<file path="src/sv/counter_goodness_task_picker_assert.svh">
// Assertion macros used by the task picker sequencer.
`ifndef COUNTER_GOODNESS_TASK_PICKER_ASSERT_SVH
`define COUNTER_GOODNESS_TASK_PICKER_ASSERT_SVH

// Check that an antecedent implies a consequent in the same cycle.
`define CGTP_ASSERT_SAME(label, clk, rst, ante, cons, msg) \
   label: assert property (@(posedge clk) disable iff (rst) (ante) |-> (cons)) \
      else $error(msg);

// Check that an antecedent implies a consequent in the next cycle.
`define CGTP_ASSERT_NEXT(label, clk, rst, ante, cons, msg) \
   label: assert property (@(posedge clk) disable iff (rst) (ante) |=> (cons)) \
      else $error(msg);

`endif

</file>
<file path="src/sv/cgtp_pkg.sv">
// Shared types and constants of the task picker.
package cgtp_pkg;

   localparam int CNT_W = 9;
   localparam logic [CNT_W-1:0] CNT_MAX = 9'd511;

   typedef enum logic {
      OP_WRITE = 1'b0,
      OP_SCHED = 1'b1
   } opcode_type;

   typedef enum logic [1:0] {
      ST_OK       = 2'd0,
      ST_NO_VALID = 2'd1,
      ST_ALL_ZERO = 2'd2
   } status_type;

   // Broadcast command from the controller to the slot cells.
   typedef struct packed {
      logic load;
      logic reload;
   } cmd_type;

   // Summary of the scan taken from the end of the chain.
   typedef struct packed {
      logic found;
      logic best_zero;
   } scan_type;

endpackage

</file>
<file path="src/sv/cgtp_cell.sv">
// One slot cell: holds a task slot and passes the running best to its neighbor.
module cgtp_cell #(
   parameter int IDX_W         = 6,
   parameter int PRIORITY_BITS = 8,
   parameter int CELL_INDEX    = 0
) (
   input  logic                       clock,
   input  logic                       reset,
   input  cgtp_pkg::cmd_type          cmd,
   input  logic                       wr_valid,
   input  logic [PRIORITY_BITS-1:0]   wr_priority,
   input  logic [cgtp_pkg::CNT_W-1:0] wr_counter,
   input  logic                       prev_found,
   input  logic [cgtp_pkg::CNT_W-1:0] prev_best,
   input  logic [IDX_W-1:0]           prev_idx,
   output logic                       next_found,
   output logic [cgtp_pkg::CNT_W-1:0] next_best,
   output logic [IDX_W-1:0]           next_idx
);

   localparam int SUM_W = ((PRIORITY_BITS > cgtp_pkg::CNT_W) ?
                           PRIORITY_BITS : cgtp_pkg::CNT_W) + 1;

   logic                       valid_ff;
   logic [PRIORITY_BITS-1:0]   priority_ff;
   logic [cgtp_pkg::CNT_W-1:0] counter_ff;
   logic [cgtp_pkg::CNT_W-1:0] counter_in;
   logic [SUM_W-1:0]           reload_sum;
   logic                       take;
   logic                       found_ff;
   logic [cgtp_pkg::CNT_W-1:0] best_ff;
   logic [IDX_W-1:0]           idx_ff;

   // Reload as half the counter plus priority, saturated.
   always_comb begin
      reload_sum = SUM_W'(counter_ff >> 1) + SUM_W'(priority_ff);
      if (reload_sum > SUM_W'(cgtp_pkg::CNT_MAX)) begin
         counter_in = cgtp_pkg::CNT_MAX;
      end else begin
         counter_in = cgtp_pkg::CNT_W'(reload_sum);
      end
   end

   // Hold the valid mark.
   always_ff @(posedge clock) begin
      if (reset) begin
         valid_ff <= 1'b0;
      end else if (cmd.load) begin
         valid_ff <= wr_valid;
      end
   end

   // Load or reload the slot payload.
   always_ff @(posedge clock) begin
      if (cmd.load) begin
         priority_ff <= wr_priority;
         counter_ff  <= wr_counter;
      end else if (cmd.reload && valid_ff) begin
         counter_ff <= counter_in;
      end
   end

   // Replace the running best when none is found yet or on a strictly larger counter.
   assign take = valid_ff && (!prev_found || (counter_ff > prev_best));

   // Advance the running best one cell per cycle.
   always_ff @(posedge clock) begin
      if (reset) begin
         found_ff <= 1'b0;
      end else begin
         found_ff <= prev_found || valid_ff;
      end
      best_ff <= take ? counter_ff : prev_best;
      idx_ff  <= take ? IDX_W'(CELL_INDEX) : prev_idx;
   end

   assign next_found = found_ff;
   assign next_best  = best_ff;
   assign next_idx   = idx_ff;

endmodule

</file>
<file path="src/sv/cgtp_ctrl.sv">
// Sequencer: accepts words, times the scan through the chain and builds results.
`include "counter_goodness_task_picker_assert.svh"

module cgtp_ctrl #(
   parameter int NUM_TASKS = 64,
   parameter int IDX_W     = 6
) (
   input  logic                 clock,
   input  logic                 reset,
   input  logic                 req_valid,
   output logic                 req_ready,
   input  logic                 req_opcode,
   output cgtp_pkg::cmd_type    cmd,
   input  cgtp_pkg::scan_type   scan,
   input  logic [IDX_W-1:0]     scan_idx,
   output logic                 rsp_valid,
   input  logic                 rsp_ready,
   output logic [5:0]           rsp_next_task,
   output logic [1:0]           rsp_status,
   output logic                 rsp_refilled
);

   localparam int WAIT_W = $clog2(NUM_TASKS + 1);
   localparam logic [WAIT_W-1:0] WAIT_LOAD = WAIT_W'(NUM_TASKS);

   typedef enum logic {
      IDLE,
      SCAN
   } state_type;

   state_type         state_ff;
   logic [WAIT_W-1:0] wait_ff;
   logic              refill_ff;
   logic              rsp_valid_ff;
   logic [5:0]        next_task_ff;
   logic [1:0]        status_ff;
   logic              refilled_ff;
   logic              accept;
   logic              scan_done;
   logic              do_reload;

   assign req_ready = (state_ff == IDLE) && (!rsp_valid_ff || rsp_ready);
   assign accept    = req_valid && req_ready;
   assign scan_done = (state_ff == SCAN) && (wait_ff == '0);
   assign do_reload = scan_done && scan.found && scan.best_zero && !refill_ff;

   assign cmd.load   = accept && (req_opcode == cgtp_pkg::OP_WRITE);
   assign cmd.reload = do_reload;

   // Hold state, scan timer and the result word.
   always_ff @(posedge clock) begin
      if (reset) begin
         state_ff     <= IDLE;
         rsp_valid_ff <= 1'b0;
         refill_ff    <= 1'b0;
         wait_ff      <= '0;
      end else begin
         if (rsp_valid_ff && rsp_ready && !cmd.load) begin
            rsp_valid_ff <= 1'b0;
         end
         case (state_ff)
            IDLE: begin
               if (accept) begin
                  if (req_opcode == cgtp_pkg::OP_WRITE) begin
                     rsp_valid_ff <= 1'b1;
                     next_task_ff <= '0;
                     status_ff    <= cgtp_pkg::ST_OK;
                     refilled_ff  <= 1'b0;
                  end else begin
                     state_ff  <= SCAN;
                     wait_ff   <= WAIT_LOAD;
                     refill_ff <= 1'b0;
                  end
               end
            end
            SCAN: begin
               if (wait_ff != '0) begin
                  wait_ff <= wait_ff - 1'b1;
               end else if (do_reload) begin
                  // Counters change now; let the new values run through the chain.
                  refill_ff <= 1'b1;
                  wait_ff   <= WAIT_LOAD;
               end else begin
                  state_ff     <= IDLE;
                  rsp_valid_ff <= 1'b1;
                  refilled_ff  <= refill_ff && scan.found;
                  if (!scan.found) begin
                     next_task_ff <= '0;
                     status_ff    <= cgtp_pkg::ST_NO_VALID;
                  end else if (scan.best_zero) begin
                     next_task_ff <= '0;
                     status_ff    <= cgtp_pkg::ST_ALL_ZERO;
                  end else begin
                     next_task_ff <= 6'(scan_idx);
                     status_ff    <= cgtp_pkg::ST_OK;
                  end
               end
            end
            default: begin
               state_ff <= IDLE;
            end
         endcase
      end
   end

   assign rsp_valid     = rsp_valid_ff;
   assign rsp_next_task = next_task_ff;
   assign rsp_status    = status_ff;
   assign rsp_refilled  = refilled_ff;

   `CGTP_ASSERT_SAME(a_no_accept_over_result, clock, reset, accept, !rsp_valid_ff || rsp_ready, "word accepted over a held result")
   `CGTP_ASSERT_SAME(a_zero_task_on_fail, clock, reset, rsp_valid_ff && (status_ff != cgtp_pkg::ST_OK), next_task_ff == '0, "next task not zero on failed pick")
   `CGTP_ASSERT_SAME(a_no_refill_when_empty, clock, reset, rsp_valid_ff && (status_ff == cgtp_pkg::ST_NO_VALID), !refilled_ff, "refill reported with no valid task")
   `CGTP_ASSERT_NEXT(a_reload_restarts_scan, clock, reset, do_reload, (state_ff == SCAN) && (wait_ff == WAIT_LOAD) && refill_ff, "reload did not restart the scan")
   `CGTP_ASSERT_SAME(a_scan_never_accepts, clock, reset, state_ff == SCAN, !req_ready, "ready raised during a scan")

endmodule

</file>
<file path="src/sv/counter_goodness_task_picker.sv">
// Top level of the counter-goodness task picker: slot chain plus sequencer.
//
// Usage: words enter on the req_ channel (valid/ready). A write word
// (opcode 0) loads slot task_index with valid mark, priority and counter; a
// write beyond the table is dropped but still answered. A schedule word
// (opcode 1) picks the valid slot with the largest counter, lowest index on
// a tie, reloading every valid counter as counter/2 + priority when all are
// zero. Each word yields one result word on the rsp_ channel.
// Timing: a write is answered in the cycle after it is accepted. A schedule
// word waits while the running best moves through the row of slot cells one
// cell per cycle to the end of the row, and again after a reload. One word
// is worked on at a time. Reset clears every valid mark at once. Priorities
// are loaded only by writes, counters by writes and reloads. When the
// receiver stalls, the result word holds in the output register and no new
// word is taken until it leaves.
module counter_goodness_task_picker #(
   parameter int NUM_TASKS     = 64,
   parameter int PRIORITY_BITS = 8
) (
   input  logic       clock,
   input  logic       reset,
   input  logic       req_valid,
   output logic       req_ready,
   input  logic       req_opcode,
   input  logic [5:0] req_task_index,
   input  logic       req_entry_valid,
   input  logic [7:0] req_entry_priority,
   input  logic [8:0] req_entry_counter,
   output logic       rsp_valid,
   input  logic       rsp_ready,
   output logic [5:0] rsp_next_task,
   output logic [1:0] rsp_status,
   output logic       rsp_refilled
);

   localparam int IDX_W = $clog2(NUM_TASKS);

   cgtp_pkg::cmd_type          cmd;
   cgtp_pkg::scan_type         scan;
   logic [PRIORITY_BITS-1:0]   wr_priority;
   logic [NUM_TASKS:0]         link_found;
   logic [cgtp_pkg::CNT_W-1:0] link_best [NUM_TASKS+1];
   logic [IDX_W-1:0]           link_idx  [NUM_TASKS+1];

   assign wr_priority = PRIORITY_BITS'(req_entry_priority);

   // Feed an empty best into the head of the chain.
   assign link_found[0] = 1'b0;
   assign link_best[0]  = '0;
   assign link_idx[0]   = '0;

   // Build the row of slot cells.
   for (genvar i = 0; i < NUM_TASKS; i++) begin : g_cell
      cgtp_pkg::cmd_type cell_cmd;

      assign cell_cmd.load   = cmd.load && (32'(req_task_index) == 32'(i));
      assign cell_cmd.reload = cmd.reload;

      cgtp_cell #(
         .IDX_W         (IDX_W),
         .PRIORITY_BITS (PRIORITY_BITS),
         .CELL_INDEX    (i)
      ) u_cell (
         .clock       (clock),
         .reset       (reset),
         .cmd         (cell_cmd),
         .wr_valid    (req_entry_valid),
         .wr_priority (wr_priority),
         .wr_counter  (req_entry_counter),
         .prev_found  (link_found[i]),
         .prev_best   (link_best[i]),
         .prev_idx    (link_idx[i]),
         .next_found  (link_found[i+1]),
         .next_best   (link_best[i+1]),
         .next_idx    (link_idx[i+1])
      );
   end

   // Summarize the tail of the chain.
   assign scan.found     = link_found[NUM_TASKS];
   assign scan.best_zero = (link_best[NUM_TASKS] == '0);

   cgtp_ctrl #(
      .NUM_TASKS (NUM_TASKS),
      .IDX_W     (IDX_W)
   ) u_ctrl (
      .clock         (clock),
      .reset         (reset),
      .req_valid     (req_valid),
      .req_ready     (req_ready),
      .req_opcode    (req_opcode),
      .cmd           (cmd),
      .scan          (scan),
      .scan_idx      (link_idx[NUM_TASKS]),
      .rsp_valid     (rsp_valid),
      .rsp_ready     (rsp_ready),
      .rsp_next_task (rsp_next_task),
      .rsp_status    (rsp_status),
      .rsp_refilled  (rsp_refilled)
   );

endmodule
</file>
<file path="config.mk">
export PLATFORM = sky130hd
export DESIGN_NAME = counter_goodness_task_picker
export DESIGN_NICKNAME = d
export VERILOG_FILES = /design/src/sv/cgtp_pkg.sv /design/src/sv/cgtp_cell.sv /design/src/sv/cgtp_ctrl.sv /design/src/sv/counter_goodness_task_picker.sv
export VERILOG_INCLUDE_DIRS = /design/src /design/src/sv
export SDC_FILE = /design/constraint.sdc
export NUM_CORES = 2
export LEC_CHECK = 0
export CAP_MARGIN = 20
export CORE_ASPECT_RATIO = 1.2
export CORE_MARGIN = 3
export CORE_UTILIZATION = 40
export DETAILED_ROUTE_END_ITERATION = 16
export DONT_BUFFER_PORTS = 1
export SYNTH_ARGS = -nofsm -noshare
export SYNTH_HDL_FRONTEND = slang
export SYNTH_SLANG_ARGS = --single-unit
</file>
<file path="constraint.sdc">
create_clock -name clock -period 3.2 [get_ports clock]
set_input_delay 0.64 -clock clock [delete_from_list [all_inputs] [get_ports clock]]
set_output_delay 0.64 -clock clock [all_outputs]
set_load 0.03 [all_outputs]
</file>
==> run metrics <==
status=complete, no violations; Synth warnings=0; final hold vios=0; CP Data Arrival Time=3.56 ns; PwrDens=468 mW/mm2; CTS Sinks=2132; CP max-delay cell=o21ai_0; RSZ-0062 raised after global routing=no; Reg clk slew, reported paths=0.06 ns; Final Cycle Share=93.2%; Worst Path Max Fanout=7; number of remaining DRC errors=0; final setup fails=0; Starting Density=40.3%; vias=82.7k; FP Rows=211; vias in the first global route=81.6k; antenna violations before repair=22; Design Power=0.0583 W; layout cells sized above 1=11.8%; CTS tree=done; Post CTS Setup Buffer Count=0; chip width=487 um; Worst VDD drop=0.000458 V; setup tns final=0 ns; Lkg Pwr=49.4 nW; Max Slew Vio Count=0; hold crit path type=input port to register; Synth async-reset ratio=0%; CTS root buf=clkbuf_16; cts bufs inserted=227; Yosys reg bits=2132; port buffer count=0; post-synthesis instance total=10.6k; Post-synth EDFFs=1097; Max Fclk=0.335 GHz; die height=583 um; synth unique cells=78; Final Wtd Congestion=0.868; Crit Path Class=register to register; first-pass GRT wire length=487000 um; Area growth, synth to finish=12.3%; DP HPWL=202000 um; core area=0.276 mm2; worst-margin pin slew=1.12 ns; MaxCap Viol Count=0; area of the die=0.284 mm2; Post-Syn Area per Cell=10.4 um2; Critical Path End Type=register; # IOs=40; Seq/Total Area, Yosys=48.3%; required time of the worst setup path=3.78 ns; H-tree levels=4; Main synth FF type=edfxtp_1; Worst-Skew Late Latency=0.89 ns; CP Cell Sequence=inv_1 -> ha_1 -> or4b_1 -> nor4_1 -> nand2_1 -> buf_4 -> o21ai_0 -> clkbuf_2; fin nets=12.0k; First-pass DRT Iterations=7; slew margin rel.=24.9%; most frequent cells in the layout=edfxtp_1 (1097), ha_1 (1081), dfxtp_1 (1035), nand2_1 (938), nor2_1 (766); Post-Syn Area=0.111 mm2; startpoint types=register; Bufs on Longest Clock Path=3; vias per cell=5.64; Routed WL per cell=22.2 um; minimum clock period=2.98 ns; Setup Skew=0.0565 ns; largest net degree at the start of global routing=72; DRT iter0 DRCs=7063; antenna-violating nets left=0; global-route usage over all layers=22.3%; CP peak stage delay=0.52 ns; WL final=326000 um; Post-Synthesis Net Count=11.8k; most common cell after layout, fill and taps aside=edfxtp_1; grt ovf=0
[where the power goes]
group	switching, W	total (W)	internal [W]
logic	0.00151	0.00232	0.000808
clock network	0.0115	0.0267	0.0152
registers	0.000282	0.0293	0.0290
[synthesized netlist by cell type (all sizes together), types with 123 or more instances]
cell type | count | area share, %
a21oi | 606 | 2.7
ha | 1081 | 12
nand4 | 189 | 1.1
a21o | 263 | 1.8
dfxtp | 1035 | 19
nor3 | 148 | 0.69
nor2 | 767 | 2.6
o21bai | 135 | 0.91
a31oi | 123 | 0.69
edfxtp | 1097 | 30
xor2 | 192 | 1.5
o21ai | 519 | 2.3
inv | 711 | 2.4
nand3 | 311 | 1.4
xnor2 | 130 | 1.0
a211oi | 140 | 0.95
mux2 | 429 | 4.3
nor2b | 277 | 1.6
or2 | 138 | 0.78
clkbuf | 262 | 0.89
nand2 | 947 | 3.2
o211ai | 142 | 0.96
[state kept, by name, summed over array words and instances (netlist names), 6 cells and up]
signal                     cells
g_cell.u_cell.counter_ff     576
g_cell.u_cell.next_best      576
g_cell.u_cell.priority_ff    512
g_cell.u_cell.next_idx       321
g_cell.u_cell.next_found      64
g_cell.u_cell.valid_ff        64
u_ctrl.wait_ff                 7
u_ctrl.rsp_next_task           6
[layout make-up]
type | count | area (um2)
inverter | 721 | 2710
clock inverter | 114 | 1040
clock buffer | 320 | 6670
antenna | 10 | 25.0
sequential | 2132 | 53700
tap | 3621 | 4530
fill | 25217 | 151000
multi-input combinational | 7451 | 53500
timing repair buffer | 283 | 2690
[per-layer routing]
layer,up-vias,wire [um],GRT usage [%]
met5,-,34,0
met4,4,15300,10.1
met3,750,20900,3.13
met2,2813,158000,38.3
met1,39951,131000,27.6
li1,39175,-,-
[metrics by stage]
| stage | setup WS (ns) | cells | hold WS [ns] | instance area [um2] | util, % |
|---|---|---|---|---|---|
| 2_1_floorplan | 0.543 | 10643 | 0.382 | 111000 | - |
| 3_3_place_gp | 0.0617 | 14163 | 0.397 | 116000 | 42.1 |
| 3_5_place_dp | 0.0199 | 14166 | 0.393 | 116000 | 42.1 |
| 4_1_cts | 0.0108 | 14637 | 0.00170 | 125000 | 45.2 |
| 5_1_grt | 0.0159 | 14644 | 0.0233 | 125000 | 45.2 |
| 6_report | 0.217 | 14652 | 0.0771 | 125000 | 45.2 |
[final timing paths]
| check | slack, ns | start | depth (start not counted) | endpoint |
|---|---|---|---|---|
| max reg2reg | 0.22 | u_ctrl.wait_ff[0] | 8 | g_cell[63].u_cell.counter_ff[6] |
| min | 0.08 | req_entry_counter[4] | 2 | g_cell[3].u_cell.counter_ff[4] |
| min reg2reg | 0.41 | g_cell[62].u_cell.next_idx[1] | 1 | g_cell[63].u_cell.next_idx[1] |
| max | 0.22 | u_ctrl.wait_ff[0] | 8 | g_cell[63].u_cell.counter_ff[6] |
[timing repair]
action	CTS	global route
gates resized for setup	0	1
hold buffers	37	0
endpoints found under the setup margin	0	5
hold endpoints to repair	724	0
[cell families (layout without fill, tap and decap cells)]
| group | Yosys count | count (layout) | synth area share, % |
|---|---|---|---|
| AO/OA/AOI/OAI | 2410 | 2410 | 14.2 |
| XOR/XNOR | 322 | 322 | 2.54 |
| adder cells (fa/ha/maj) | 1145 | 1145 | 13.3 |
| buffers and inverters | 1060 | 1438 | 3.63 |
| flip-flops | 2132 | 2132 | 48.3 |
| multiplexers | 492 | 492 | 4.92 |
| other | 0 | 10 | 0 |
| AND/OR/NAND/NOR | 3082 | 3082 | 13.1 |
[critical path, delay by kind of cell, from the launching register on]
kind	cells	cell delay, ns
AND/OR/NAND/NOR	3	1.01
adder cells (fa/ha/maj)	1	0.16
buffers and inverters	3	0.66
flip-flops	1	0.32
AO/OA/AOI/OAI	1	0.52
Note: power is estimated with default switching activity, not from simulation.
